--- src/design/palette_cycling_pixel_expander_unit_macros.svh ---
// Assertion macros shared by the palette expander modules.
// Each macro expects clk and rst_n in scope of the using module.
`ifndef PALETTE_CYCLING_PIXEL_EXPANDER_UNIT_MACROS_SVH
`define PALETTE_CYCLING_PIXEL_EXPANDER_UNIT_MACROS_SVH

// Same-cycle implication.
`define PCPE_ASSERT(lbl, pre, post, msg) \
  lbl: assert property (@(posedge clk) disable iff (!rst_n) (pre) |-> (post)) else $error(msg);

// Next-cycle implication.
`define PCPE_ASSERT_NEXT(lbl, pre, post, msg) \
  lbl: assert property (@(posedge clk) disable iff (!rst_n) (pre) |=> (post)) else $error(msg);

`endif

--- src/design/pcpe_pkg.sv ---
// Shared types, constants and lookup functions of the palette expander.
// Used by every module of the block but pcpe_ram; depends on nothing.
package pcpe_pkg;

  localparam int ANIM_COUNT    = 5;
  localparam int BUILTIN_ANIMS = 5;
  localparam int QUEUE_DEPTH   = 4;
  localparam int QPTR_W        = $clog2(QUEUE_DEPTH);
  localparam int QCNT_W        = $clog2(QUEUE_DEPTH + 1);
  localparam int PAL_DEPTH     = 256;
  localparam int PAL_WIDTH     = 24;

  localparam logic [1:0] CFG_ANIM  = 2'd0;
  localparam logic [1:0] CFG_FRAME = 2'd1;
  localparam logic [1:0] CFG_GAMMA = 2'd2;

  localparam logic [2:0] ANIM_SLIME   = 3'd0;
  localparam logic [2:0] ANIM_MONITOR = 3'd1;
  localparam logic [2:0] ANIM_FIRE    = 3'd2;
  localparam logic [2:0] ANIM_SHORE   = 3'd3;
  localparam logic [2:0] ANIM_BLINK   = 3'd4;

  localparam logic [7:0] ALPHA_OPAQUE = 8'hff;

  typedef enum logic [1:0] {
    KIND_WRITE,
    KIND_CLEAR,
    KIND_CYCLE,
    KIND_MAIN
  } kind_t;

  typedef struct packed {
    kind_t       kind;
    logic [7:0]  idx;
    logic [23:0] color;
    logic        wrap;
    logic        last;
  } item_t;

  typedef struct packed {
    logic [2:0] anim;
    logic [7:0] frame;
    logic [3:0] gamma;
  } cfg_t;

  function automatic logic [7:0] anim_offset(logic [2:0] a);
    logic [7:0] r;
    unique case (a)
      ANIM_SLIME:   r = 8'd229;
      ANIM_MONITOR: r = 8'd233;
      ANIM_FIRE:    r = 8'd238;
      ANIM_SHORE:   r = 8'd248;
      ANIM_BLINK:   r = 8'd254;
      default:      r = 8'd0;
    endcase
    return r;
  endfunction

  function automatic logic [3:0] anim_length(logic [2:0] a);
    logic [3:0] r;
    unique case (a)
      ANIM_SLIME:   r = 4'd4;
      ANIM_MONITOR: r = 4'd5;
      ANIM_FIRE:    r = 4'd10;
      ANIM_SHORE:   r = 4'd6;
      ANIM_BLINK:   r = 4'd1;
      default:      r = 4'd1;
    endcase
    return r;
  endfunction

  function automatic logic [4:0] anim_base(logic [2:0] a);
    logic [4:0] r;
    unique case (a)
      ANIM_SLIME:   r = 5'd0;
      ANIM_MONITOR: r = 5'd4;
      ANIM_FIRE:    r = 5'd9;
      ANIM_SHORE:   r = 5'd19;
      ANIM_BLINK:   r = 5'd25;
      default:      r = 5'd0;
    endcase
    return r;
  endfunction

  // frame mod length; quotients by reciprocal multiply, exact for 8-bit frames
  function automatic logic [3:0] frame_mod(logic [7:0] f, logic [2:0] a);
    logic [15:0] p;
    logic [7:0]  q;
    logic [7:0]  r;
    p = 16'd0;
    q = 8'd0;
    r = 8'd0;
    unique case (a)
      ANIM_SLIME: r = {6'd0, f[1:0]};
      ANIM_MONITOR: begin
        p = 16'(f) * 16'd205;
        q = {2'd0, p[15:10]};
        r = f - ({q[5:0], 2'b00} + q);
      end
      ANIM_FIRE: begin
        p = 16'(f) * 16'd205;
        q = {3'd0, p[15:11]};
        r = f - ({q[4:0], 3'b000} + {q[6:0], 1'b0});
      end
      ANIM_SHORE: begin
        p = 16'(f) * 16'd171;
        q = {2'd0, p[15:10]};
        r = f - ({q[5:0], 2'b00} + {q[6:0], 1'b0});
      end
      default: r = 8'd0;
    endcase
    return r[3:0];
  endfunction

  function automatic logic [23:0] cycle_color(logic [4:0] i);
    logic [23:0] c;
    unique case (i)
      5'd0:  c = {8'd0,   8'd108, 8'd0};
      5'd1:  c = {8'd11,  8'd115, 8'd7};
      5'd2:  c = {8'd27,  8'd123, 8'd15};
      5'd3:  c = {8'd43,  8'd131, 8'd27};
      5'd4:  c = {8'd107, 8'd107, 8'd111};
      5'd5:  c = {8'd99,  8'd103, 8'd127};
      5'd6:  c = {8'd87,  8'd107, 8'd143};
      5'd7:  c = {8'd0,   8'd147, 8'd163};
      5'd8:  c = {8'd107, 8'd187, 8'd255};
      5'd9:  c = {8'd255, 8'd0,   8'd0};
      5'd10: c = {8'd215, 8'd0,   8'd0};
      5'd11: c = {8'd147, 8'd43,  8'd11};
      5'd12: c = {8'd255, 8'd119, 8'd0};
      5'd13: c = {8'd255, 8'd59,  8'd0};
      5'd14: c = {8'd71,  8'd0,   8'd0};
      5'd15: c = {8'd123, 8'd0,   8'd0};
      5'd16: c = {8'd179, 8'd0,   8'd0};
      5'd17: c = {8'd123, 8'd0,   8'd0};
      5'd18: c = {8'd71,  8'd0,   8'd0};
      5'd19: c = {8'd83,  8'd63,  8'd43};
      5'd20: c = {8'd75,  8'd59,  8'd43};
      5'd21: c = {8'd67,  8'd55,  8'd39};
      5'd22: c = {8'd63,  8'd51,  8'd39};
      5'd23: c = {8'd55,  8'd47,  8'd35};
      5'd24: c = {8'd51,  8'd43,  8'd35};
      5'd25: c = {8'd252, 8'd0,   8'd0};
      default: c = 24'd0;
    endcase
    return c;
  endfunction

endpackage

--- src/design/pcpe_front.sv ---
// Front end: accepts input transactions and classifies each one.
// Depends on pcpe_pkg for the animation tables and item type.
module pcpe_front (
  input  logic            in_valid,
  output logic            in_stall,
  input  logic            in_command,
  input  logic [7:0]      in_pixel_index,
  input  logic [7:0]      in_entry_red,
  input  logic [7:0]      in_entry_green,
  input  logic [7:0]      in_entry_blue,
  input  logic            in_last_in_frame,
  input  pcpe_pkg::cfg_t  cfg,
  input  logic            q_full,
  output logic            push,
  output pcpe_pkg::item_t item
);

  logic       anim_ok;
  logic [7:0] off;
  logic [3:0] len;
  logic [8:0] rel;
  logic       in_range;
  logic [3:0] fm;
  logic [4:0] pos_sum;
  logic [4:0] pos;
  logic [4:0] tidx;

  assign in_stall = q_full;
  assign push     = in_valid && !q_full;

  always_comb begin
    anim_ok  = (32'(cfg.anim) < pcpe_pkg::ANIM_COUNT) &&
               (32'(cfg.anim) < pcpe_pkg::BUILTIN_ANIMS);
    off      = pcpe_pkg::anim_offset(cfg.anim);
    len      = pcpe_pkg::anim_length(cfg.anim);
    rel      = {1'b0, in_pixel_index} - {1'b0, off};
    in_range = anim_ok && !rel[8] && (rel[7:0] <= {4'd0, len});
    fm       = pcpe_pkg::frame_mod(cfg.frame, cfg.anim);
    // rebased index is at most one length, frame remainder below one length
    pos_sum  = {1'b0, rel[3:0]} + {1'b0, fm};
    pos      = (pos_sum >= {1'b0, len}) ? (pos_sum - {1'b0, len}) : pos_sum;
    tidx     = pcpe_pkg::anim_base(cfg.anim) + pos;

    item.idx   = in_pixel_index;
    item.last  = in_last_in_frame;
    item.wrap  = (cfg.anim == pcpe_pkg::ANIM_SLIME) || (cfg.anim == pcpe_pkg::ANIM_SHORE);
    item.color = 24'd0;
    priority if (in_command) begin
      item.kind  = pcpe_pkg::KIND_WRITE;
      item.color = {in_entry_red, in_entry_green, in_entry_blue};
    end else if (in_pixel_index == 8'd0) begin
      item.kind = pcpe_pkg::KIND_CLEAR;
    end else if (in_range) begin
      item.kind  = pcpe_pkg::KIND_CYCLE;
      item.color = pcpe_pkg::cycle_color(tidx);
    end else begin
      item.kind = pcpe_pkg::KIND_MAIN;
    end
  end

endmodule

--- config.mk ---
export PLATFORM = sky130hd
export DESIGN_NAME = pcpe_front
export DESIGN_NICKNAME = d
export VERILOG_FILES = /design/src/design/palette_cycling_pixel_expander_unit_macros.svh /design/src/design/pcpe_pkg.sv /design/src/design/pcpe_front.sv
export SDC_FILE = /design/constraint.sdc
export NUM_CORES = 1
export LEC_CHECK = 0
export ABC_AREA = 1
export ABC_CLOCK_PERIOD_IN_PS = 14200
export BUFFER_PORTS_ARGS = -buffer_cell sky130_fd_sc_hd__buf_2
export CORE_MARGIN = 4
export CORE_UTILIZATION = 55
export DETAILED_ROUTE_END_ITERATION = 10
export GPL_TIMING_DRIVEN = 0
export PLACE_DENSITY_LB_ADDON = 0.2
export SLEW_MARGIN = 20
export SYNTH_ARGS = -nofsm -noshare
export SYNTH_HDL_FRONTEND = slang
export SYNTH_SLANG_ARGS = --single-unit
--- constraint.sdc ---
create_clock -name vclk -period 14.2
set_input_delay 1.42 -clock vclk [all_inputs]
set_output_delay 1.42 -clock vclk [all_outputs]
set_load 0.02 [all_outputs]
==> metrics.txt <==
total routing usage reported by global routing 23.4%; Hold/Removal Path Class input port to primary output; antenna-violating nets left 0; TNS Setup 0 ps; routed wirelength normalized by instance count 12.3 um; I/O Buffers 83; final hold vios 0; count of standard-cell rows 33; startpoint type of the worst setup path input port; adder-cell share of the synthesized area 39.1%; status complete, no violations; Critical-path top delay cell fa_1; post-synth top area share 26.9%; post-synthesis mux area share 0%; iteration count of the initial detailed-routing pass 6; Worst setup endpoint item[10]; required time of the worst setup path 12780 ps; total of hold buffers inserted after clock tree synthesis 0; number of nets at the end of the flow 1027; drt via density 5.09; I/O pins 89; fraction of synthesized cell area in xor and xnor cells 2.58%; Area growth, synth to finish 11.5%; library cell with the largest summed area after synthesis ha_1; max_slew headroom 68.8%; DRT Wirelength 11600 um; Post-Synthesis Mean Instance Area 6.25 um^2; count of mapped cells out of synthesis 760; final critical-path required period 11650 ps; flip-flop and latch area 0 um^2; antenna violations before repair 0; setup repair after global routing missed its margin false; estimated wirelength of the detail-placed design 10300 um; Synth Area in Compound Gates 8.94%; Resized cells post-CTS 0; most frequent cell after synthesis nand2_1; routed via count 4822; transition time at the pin with the least slew margin 468 ps; combinational family with the most area after synthesis adder cells; Post-CTS Repair Setup Buffers 0; number of setup violations in the final report 0; top cell types by occurrence after synthesis nand2_1, inv_1, ha_1, nor2_1, nand3_1; maximum fanout along the worst path 11; Die Span X 101 um; number of library cell types mapped by synthesis 44; die area 10200 um^2; routability congestion estimate from global placement 0.988; DRC Markers 0; total number of sequential cells 0; highest clock frequency the design can meet 85.9 MHz; max-slew violation count 0; die height 101 um; largest net degree at the start of global routing 12; type of element capturing the critical path primary output; Data arrival, critical path 10230 ps; via count of the first global-routing pass 4637; CP Class input port to primary output; syn_nets 942; crit path from cfg[5]; post-synthesis instance area 4750 um^2; final cycle utilization of the critical path 82.0%; top post-synthesis cells by area ha_1, nand2_1, fa_1; part of the Yosys area used for sequential elements 0%; core outline area 8300 um^2; effective utilization at floorplan 57.2%; warnings from Yosys 0; count of inserted antenna diode cells 0; share of post-route cells with drive strength above 1 15.8%; simple-gate area share of the yosys netlist 34.1%; initial drt markers 149; clock buffer count 0; delay of the slowest cell on the worst path 660 ps; number of maximum-capacitance violations 0; number of fill cells 806; wire length of the first global-routing pass 20300 um; Overflow after GRT 0
[worst max-delay path: cells and delay by family]
kind            cells  cell delay (ps)
fa+ha+maj          12             4780
buf+inv            11             1170
compound gates      6             1210
xor+xnor            2              340
simple gates       14             1310
[logic make-up after synthesis]
logic type	count (synthesis)
buffers and inverters	174
XOR/XNOR	14
AO/OA/AOI/OAI	73
adder cells (fa/ha/maj)	131
AND/OR/NAND/NOR	368
[cell usage in the layout (no fill, tap or decap), types with 3 or more instances in the layout]
cell type / n
nand2_2: 8
clkbuf_1: 5
o21ai_0: 28
inv_1: 146
nand4_1: 5
buf_2: 87
nand3_1: 53
ha_1: 102
xnor2_1: 7
a21oi_1: 20
fa_1: 29
nor3_1: 3
nand2_4: 3
or2_2: 5
xor2_1: 7
a21o_1: 3
inv_2: 5
buf_4: 10
nand2_1: 212
o211ai_1: 4
nor2_1: 61
nand3b_1: 7
nor2_4: 3
nand3_2: 3
[cell type report]
cell class                      count  area (um^2)  share of cell area (%)
Tap cell                          105          131                    2.48
Timing Repair Buffer               83          415                    7.85
Inverter                          152          573                    10.8
Multi-Input combinational cell    586         4020                    76.0
Buffer                             22          151                    2.86
[per-layer routing]
| metal | vias up | global-route usage [%] | wire, um |
|---|---|---|---|
| li1 | 2554 | - | - |
| met1 | 2158 | 32.9 | 5490 |
| met2 | 98 | 41.2 | 5560 |
| met3 | 12 | 1.18 | 464 |
| met4 | 0 | 2.15 | 110 |
| met5 | - | 0 | 0 |
[worst min path at each step]
stage	from	to	slack [ps]	cells after the start
2_1_floorplan	q_full	push	2920	1
3_3_place_gp	in_last_in_frame	item[0]	3060	2
3_5_place_dp	in_last_in_frame	item[0]	3060	2
4_1_cts	in_last_in_frame	item[0]	3060	2
5_1_grt	in_last_in_frame	item[0]	3070	2
6_report	in_last_in_frame	item[0]	3060	2
[per-stage QoR]
| step | hold WS [ps] | std cells | worst slack [ps] | utilization (%) | cell area, um^2 |
|---|---|---|---|---|---|
| 2_1_floorplan | 2920 | 760 | 3810 | - | 4750 |
| 3_3_place_gp | 3060 | 948 | 2760 | 63.8 | 5290 |
| 3_5_place_dp | 3060 | 948 | 2600 | 63.8 | 5290 |
| 4_1_cts | 3060 | 948 | 2580 | 63.8 | 5290 |
| 5_1_grt | 3070 | 948 | 1990 | 63.8 | 5290 |
| 6_report | 3060 | 948 | 2550 | 63.8 | 5290 |
Power is left out: the tool's default activity adds up to more than one toggle a clock period on the data nets, which glitch-free logic cannot reach.
