**config.mk**
```make
export PLATFORM = sky130hd
export DESIGN_NAME = pcpe_queue
export DESIGN_NICKNAME = d
export VERILOG_FILES = /design/src/design/pcpe_pkg.sv /design/src/design/pcpe_queue.sv
export VERILOG_INCLUDE_DIRS = /design/src /design/src/design
export SDC_FILE = /design/constraint.sdc
export NUM_CORES = 1
export LEC_CHECK = 0
export BUFFER_PORTS_ARGS = -buffer_cell sky130_fd_sc_hd__buf_2
export CORE_MARGIN = 2
export CORE_UTILIZATION = 51
export DETAILED_ROUTE_END_ITERATION = 10
export GPL_TIMING_DRIVEN = 0
export HOLD_SLACK_MARGIN = 0.08
export MAX_ROUTING_LAYER = met4
export PLACE_DENSITY = 0.77
export REMOVE_ABC_BUFFERS = 1
export SYNTH_ARGS = -nofsm -noshare
export SYNTH_HDL_FRONTEND = slang
export SYNTH_SLANG_ARGS = --single-unit
export TNS_END_PERCENT = 30
```
**constraint.sdc**
```tcl
create_clock -name clk -period 1.9 [get_ports clk]
set_input_delay 0.095 -clock clk [delete_from_list [all_inputs] [get_ports clk]]
set_output_delay 0.095 -clock clk [all_outputs]
set_load 0.02 [all_outputs]
```
**src/design/palette_cycling_pixel_expander_unit_macros.svh**
```systemverilog
// Assertion macros shared by the palette expander modules.
// Each macro expects clk and rst_n in scope of the using module.
`ifndef PALETTE_CYCLING_PIXEL_EXPANDER_UNIT_MACROS_SVH
`define PALETTE_CYCLING_PIXEL_EXPANDER_UNIT_MACROS_SVH

// Same-cycle implication.
`define PCPE_ASSERT(lbl, pre, post, msg) \
  lbl: assert property (@(posedge clk) disable iff (!rst_n) (pre) |-> (post)) else $error(msg);

// Next-cycle implication.
`define PCPE_ASSERT_NEXT(lbl, pre, post, msg) \
  lbl: assert property (@(posedge clk) disable iff (!rst_n) (pre) |=> (post)) else $error(msg);

`endif

```
**src/design/pcpe_pkg.sv**
```systemverilog
// Shared types, constants and lookup functions of the palette expander.
// Used by every module of the block but pcpe_ram; depends on nothing.
package pcpe_pkg;

  localparam int ANIM_COUNT    = 5;
  localparam int BUILTIN_ANIMS = 5;
  localparam int QUEUE_DEPTH   = 4;
  localparam int QPTR_W        = $clog2(QUEUE_DEPTH);
  localparam int QCNT_W        = $clog2(QUEUE_DEPTH + 1);
  localparam int PAL_DEPTH     = 256;
  localparam int PAL_WIDTH     = 24;

  localparam logic [1:0] CFG_ANIM  = 2'd0;
  localparam logic [1:0] CFG_FRAME = 2'd1;
  localparam logic [1:0] CFG_GAMMA = 2'd2;

  localparam logic [2:0] ANIM_SLIME   = 3'd0;
  localparam logic [2:0] ANIM_MONITOR = 3'd1;
  localparam logic [2:0] ANIM_FIRE    = 3'd2;
  localparam logic [2:0] ANIM_SHORE   = 3'd3;
  localparam logic [2:0] ANIM_BLINK   = 3'd4;

  localparam logic [7:0] ALPHA_OPAQUE = 8'hff;

  typedef enum logic [1:0] {
    KIND_WRITE,
    KIND_CLEAR,
    KIND_CYCLE,
    KIND_MAIN
  } kind_t;

  typedef struct packed {
    kind_t       kind;
    logic [7:0]  idx;
    logic [23:0] color;
    logic        wrap;
    logic        last;
  } item_t;

  typedef struct packed {
    logic [2:0] anim;
    logic [7:0] frame;
    logic [3:0] gamma;
  } cfg_t;

  function automatic logic [7:0] anim_offset(logic [2:0] a);
    logic [7:0] r;
    unique case (a)
      ANIM_SLIME:   r = 8'd229;
      ANIM_MONITOR: r = 8'd233;
      ANIM_FIRE:    r = 8'd238;
      ANIM_SHORE:   r = 8'd248;
      ANIM_BLINK:   r = 8'd254;
      default:      r = 8'd0;
    endcase
    return r;
  endfunction

  function automatic logic [3:0] anim_length(logic [2:0] a);
    logic [3:0] r;
    unique case (a)
      ANIM_SLIME:   r = 4'd4;
      ANIM_MONITOR: r = 4'd5;
      ANIM_FIRE:    r = 4'd10;
      ANIM_SHORE:   r = 4'd6;
      ANIM_BLINK:   r = 4'd1;
      default:      r = 4'd1;
    endcase
    return r;
  endfunction

  function automatic logic [4:0] anim_base(logic [2:0] a);
    logic [4:0] r;
    unique case (a)
      ANIM_SLIME:   r = 5'd0;
      ANIM_MONITOR: r = 5'd4;
      ANIM_FIRE:    r = 5'd9;
      ANIM_SHORE:   r = 5'd19;
      ANIM_BLINK:   r = 5'd25;
      default:      r = 5'd0;
    endcase
    return r;
  endfunction

  // frame mod length; quotients by reciprocal multiply, exact for 8-bit frames
  function automatic logic [3:0] frame_mod(logic [7:0] f, logic [2:0] a);
    logic [15:0] p;
    logic [7:0]  q;
    logic [7:0]  r;
    p = 16'd0;
    q = 8'd0;
    r = 8'd0;
    unique case (a)
      ANIM_SLIME: r = {6'd0, f[1:0]};
      ANIM_MONITOR: begin
        p = 16'(f) * 16'd205;
        q = {2'd0, p[15:10]};
        r = f - ({q[5:0], 2'b00} + q);
      end
      ANIM_FIRE: begin
        p = 16'(f) * 16'd205;
        q = {3'd0, p[15:11]};
        r = f - ({q[4:0], 3'b000} + {q[6:0], 1'b0});
      end
      ANIM_SHORE: begin
        p = 16'(f) * 16'd171;
        q = {2'd0, p[15:10]};
        r = f - ({q[5:0], 2'b00} + {q[6:0], 1'b0});
      end
      default: r = 8'd0;
    endcase
    return r[3:0];
  endfunction

  function automatic logic [23:0] cycle_color(logic [4:0] i);
    logic [23:0] c;
    unique case (i)
      5'd0:  c = {8'd0,   8'd108, 8'd0};
      5'd1:  c = {8'd11,  8'd115, 8'd7};
      5'd2:  c = {8'd27,  8'd123, 8'd15};
      5'd3:  c = {8'd43,  8'd131, 8'd27};
      5'd4:  c = {8'd107, 8'd107, 8'd111};
      5'd5:  c = {8'd99,  8'd103, 8'd127};
      5'd6:  c = {8'd87,  8'd107, 8'd143};
      5'd7:  c = {8'd0,   8'd147, 8'd163};
      5'd8:  c = {8'd107, 8'd187, 8'd255};
      5'd9:  c = {8'd255, 8'd0,   8'd0};
      5'd10: c = {8'd215, 8'd0,   8'd0};
      5'd11: c = {8'd147, 8'd43,  8'd11};
      5'd12: c = {8'd255, 8'd119, 8'd0};
      5'd13: c = {8'd255, 8'd59,  8'd0};
      5'd14: c = {8'd71,  8'd0,   8'd0};
      5'd15: c = {8'd123, 8'd0,   8'd0};
      5'd16: c = {8'd179, 8'd0,   8'd0};
      5'd17: c = {8'd123, 8'd0,   8'd0};
      5'd18: c = {8'd71,  8'd0,   8'd0};
      5'd19: c = {8'd83,  8'd63,  8'd43};
      5'd20: c = {8'd75,  8'd59,  8'd43};
      5'd21: c = {8'd67,  8'd55,  8'd39};
      5'd22: c = {8'd63,  8'd51,  8'd39};
      5'd23: c = {8'd55,  8'd47,  8'd35};
      5'd24: c = {8'd51,  8'd43,  8'd35};
      5'd25: c = {8'd252, 8'd0,   8'd0};
      default: c = 24'd0;
    endcase
    return c;
  endfunction

endpackage

```
**src/design/pcpe_queue.sv**
```systemverilog
// Short FIFO of classified items between the front end and the back end.
// Depends on pcpe_pkg for the item type and depth.
`include "palette_cycling_pixel_expander_unit_macros.svh"

module pcpe_queue (
  input  logic            clk,
  input  logic            rst_n,
  input  logic            push,
  input  pcpe_pkg::item_t push_item,
  output logic            full,
  input  logic            pop,
  output logic            q_valid,
  output pcpe_pkg::item_t head
);

  pcpe_pkg::item_t                entry_r [pcpe_pkg::QUEUE_DEPTH];
  logic [pcpe_pkg::QPTR_W-1:0]    wr_ptr_r, wr_ptr_nxt;
  logic [pcpe_pkg::QPTR_W-1:0]    rd_ptr_r, rd_ptr_nxt;
  logic [pcpe_pkg::QCNT_W-1:0]    count_r, count_nxt;
  logic                           do_push;
  logic                           do_pop;

  assign full    = (count_r == pcpe_pkg::QCNT_W'(pcpe_pkg::QUEUE_DEPTH));
  assign q_valid = (count_r != '0);
  assign head    = entry_r[rd_ptr_r];
  assign do_push = push && !full;
  assign do_pop  = pop && q_valid;

  always_comb begin
    wr_ptr_nxt = wr_ptr_r;
    rd_ptr_nxt = rd_ptr_r;
    count_nxt  = count_r;
    if (do_push) begin
      wr_ptr_nxt = (wr_ptr_r == pcpe_pkg::QPTR_W'(pcpe_pkg::QUEUE_DEPTH - 1)) ?
                   '0 : wr_ptr_r + 1'b1;
    end
    if (do_pop) begin
      rd_ptr_nxt = (rd_ptr_r == pcpe_pkg::QPTR_W'(pcpe_pkg::QUEUE_DEPTH - 1)) ?
                   '0 : rd_ptr_r + 1'b1;
    end
    unique case ({do_push, do_pop})
      2'b10:   count_nxt = count_r + 1'b1;
      2'b01:   count_nxt = count_r - 1'b1;
      default: count_nxt = count_r;
    endcase
  end

  always_ff @(posedge clk) begin
    if (!rst_n) begin
      wr_ptr_r <= '0;
      rd_ptr_r <= '0;
      count_r  <= '0;
    end else begin
      wr_ptr_r <= wr_ptr_nxt;
      rd_ptr_r <= rd_ptr_nxt;
      count_r  <= count_nxt;
    end
  end

  always_ff @(posedge clk) begin
    if (do_push) begin
      entry_r[wr_ptr_r] <= push_item;
    end
  end

  `PCPE_ASSERT(a_count_bound, 1'b1, count_r <= pcpe_pkg::QCNT_W'(pcpe_pkg::QUEUE_DEPTH), "queue count above depth")
  `PCPE_ASSERT_NEXT(a_count_up, do_push && !do_pop, count_r == $past(count_r) + 1'b1, "queue count missed a push")
  `PCPE_ASSERT(a_ptr_gap, 1'b1, (count_r == '0 || count_r == pcpe_pkg::QCNT_W'(pcpe_pkg::QUEUE_DEPTH)) == (wr_ptr_r == rd_ptr_r), "queue pointers disagree with count")

endmodule

```
==> impl_metrics.yaml <==
place:
  place_area_um2: 6350
  post-place-cells: 457
  place.gp.congestion: 0.693
  dp_hpwl_um: 6060
  numPortBuffers: 77
critical_path:
  end_kind: "flop"
  start_kind: "flop"
  critPathMaxFanout: 2
  setup.worst_path.class: "reg2reg"
  worstPathArrival_ps: 2350
  cp.required_ps: 2220
die:
  die_h_um: 110
  die_w_um: 110
  ios: 78
  dieArea_um2: 12100
  num_rows: 38
  start_util_pct: 52.5
  core_area_um2: 10900
status:
  status: "finished, violations left"
  violations: "setup timing"
cts:
  clock_sinks: 153
  h-tree-depth: 4
  clockBufferDepth: 2
  clkTransAtPathRegs_ps: 60
  cts_tree: "built"
  clkLatencyLatePin_ps: 400
  cts_buffers: 17
  root_buffer: "clkbuf_16"
layout:
  nNetsFinal: 440
  num_antenna_cells: 0
  final_area_um2: 7480
  fillers: 699
  final_util_pct: 68.4
  multi_input_area_um2: 1150
  area.growth.synth_to_final_pct: 30.2
  fin_cells: 544
  drive_above_1_share_pct: 41.8
  regArea_um2: 4520
job:
  max_cap_viol_count: 0
sta:
  slew_viol_final: 0
  min_period_over_period_pct: 107
  tightest_slew_ps: 404
  fmax_ghz: 0.493
  skew_ps: 9.33
  hold_violations: 0
  setup_slack_ps: -130
  rsz0062_at_grt: "true"
  maxSlewHeadroom_pct: 73.0
  finalCriticalPeriod_ps: 2030
  finalSetupViolCount: 1
  setup-tns-final_ps: -130
route:
  wl_per_cell_um: 19.2
  dr_total_vias: 2901
  drt_wl_total_um: 10400
  final_antenna_net_count: 0
  firstDrtPassIters: 4
  drc: 0
  drt_iter0_markers: 190
  via_per_inst: 5.33
power_and_ir_drop:
  leakagePower_nw: 2.63
  p_per_area_nw_per_um2: 1320
  combPwrFrac_pct: 26.1
  clkPwrFrac_pct: 30.9
  p_switching_mw: 2.67
  p_seq_share_pct: 42.9
  peakVddDrop_mv: 0.790
  p_sw_share_pct: 27.0
  p_int_mw: 7.21
synth:
  synthCells: 244
  ys_seq_area_share_pct: 78.4
  avgSynthCellArea_um2: 23.5
  yosys_warnings: 0
  synth_area_um2: 5740
  synth_area_leaders: "edfxtp_1 (75%), mux4_2 (12%), dfxtp_1 (3.1%), mux4_1 (2.7%), ha_1 (1.3%)"
  synth-seq-cells: 153
  synthDistinctLibCells: 25
  synth_top_area_share_pct: 75.3
  yosysTopAreaCell: "edfxtp_1"
global_route:
  grt_pass1_vias: 3108
  gr-total-overflow: 0
  antenna_found_initial: 0
  grt_pass1_wl_um: 15700
  grt_usage_pct: 18.8
  grt_max_degree: 29
min_path:
  hp-class: "in2reg"
## power by group through the flow
stage / clock network, mW / registers (mW) / logic [mW]
detailed placement: 0 / 4.40 / 2.19
CTS: 3.13 / 4.25 / 2.50
finish: 3.06 / 4.24 / 2.58
global route: 3.27 / 4.28 / 2.79
global placement: 0 / 4.51 / 1.96
floorplan: 0 / 4.40 / 1.39
## final timing paths
check                                  end  depth (start not counted)                      from  slack [ps]
setup / recovery   count_r[2]$_SDFFE_PN0P_                          9   count_r[1]$_SDFFE_PN0P_        -130
hold / removal    wr_ptr_r[1]$_SDFFE_PN0P_                          4                      push         210
setup reg to reg   count_r[2]$_SDFFE_PN0P_                          9   count_r[1]$_SDFFE_PN0P_        -130
hold reg to reg   wr_ptr_r[1]$_SDFFE_PN0P_                          2  wr_ptr_r[1]$_SDFFE_PN0P_         510
## cell type report
cell class | count | share of cell area, %
Timing Repair Buffer | 140 | 14.2
Multi-Input combinational cell | 74 | 15.4
Tap cell | 140 | 2.34
Clock buffer | 19 | 5.79
Clock inverter | 11 | 1.44
Inverter | 7 | 0.351
Sequential cell | 153 | 60.5
## critical path, stage by stage (launching register included)
cell and delay [ps]:
dfxtp_4 350, nor3b_4 260, nor2b_4 70, inv_2 60, ha_4 130, inv_2 40
fa_2 320, xor2_1 160, or3_1 390, a21boi_1 170
## placed cells by master, fill, tap and decap left out, drive strengths merged
master       count
edfxtp         144
buf             96
dlygate4sd3     44
mux4            36
clkbuf          19
dfxtp            9
clkinv           8
nand2            7
inv              7
ha               6
and2             6
o21ai            4
or3              2
nor2             2
mux2i            2
nand3            2
bufinv           2
o31ai            1
nor3b            1
nor2b            1
xnor2            1
xor2             1
a21boi           1
fa               1
clkinvlp         1
## flip-flops by register name, summed over array words and instances, names as in the netlist, named ones only
register	cells
rd_ptr_r	2
entry_r	144
count_r	3
wr_ptr_r	2
## per-stage QoR
step | power, mW | hold slack (ps) | worst slack [ps]
final | 9.88 | 215 | -130
after global routing | 10.3 | 218 | -204
after CTS | 9.88 | 171 | -36.3
after detailed placement | 6.59 | 311 | -278
after global placement | 6.47 | 305 | -1320
after floorplan | 5.78 | 194 | -548
## logic make-up (layout without fill, tap and decap cells)
kind of cell               after synthesis  count (layout)  share of synthesized area, %
xor gates and xnor gates                 2               2                         0.305
adders and majority gates                7               7                          1.66
AOI/OAI and AO/OA                        6               6                         0.610
DFF                                    153             153                          78.4
buffers and inverters                   17             177                          2.20
muxes                                   38              38                          14.9
and+or+nand+nor                         21              21                          1.96
## cells in the mapped netlist
library cell,count
nor2b_1,1
mux2i_1,2
o31ai_1,1
o21ai_0,4
nor3b_2,1
buf_2,4
clkbuf_1,1
and2_1,6
nand3_1,2
nor2_1,2
buf_6,1
ha_1,6
mux4_1,6
nand2_1,7
xnor2_1,1
dfxtp_1,9
or3_1,2
edfxtp_1,144
fa_1,1
clkbuf_2,1
inv_1,7
mux4_2,30
a21boi_0,1
buf_12,3
xor2_1,1
## what timing repair did
action | in CTS | in global routing
hold buffers | 44 | 0
setup endpoints to repair | 152 | 23
setup buffers | 8 | 5
cloned | 0 | 0
gates resized for setup | 15 | 8
pin swaps | 3 | 4
endpoints found under the hold margin | 153 | 0
## layer usage
metal,global-route usage (%),share of wire (%),up-vias
met3,5.11,4.9,10
met1,21.9,41,1490
met5,-,0,-
met2,31.9,53,95
li1,-,-,1306
met4,6.52,0.87,0
Power figures use the tool's default switching activity.
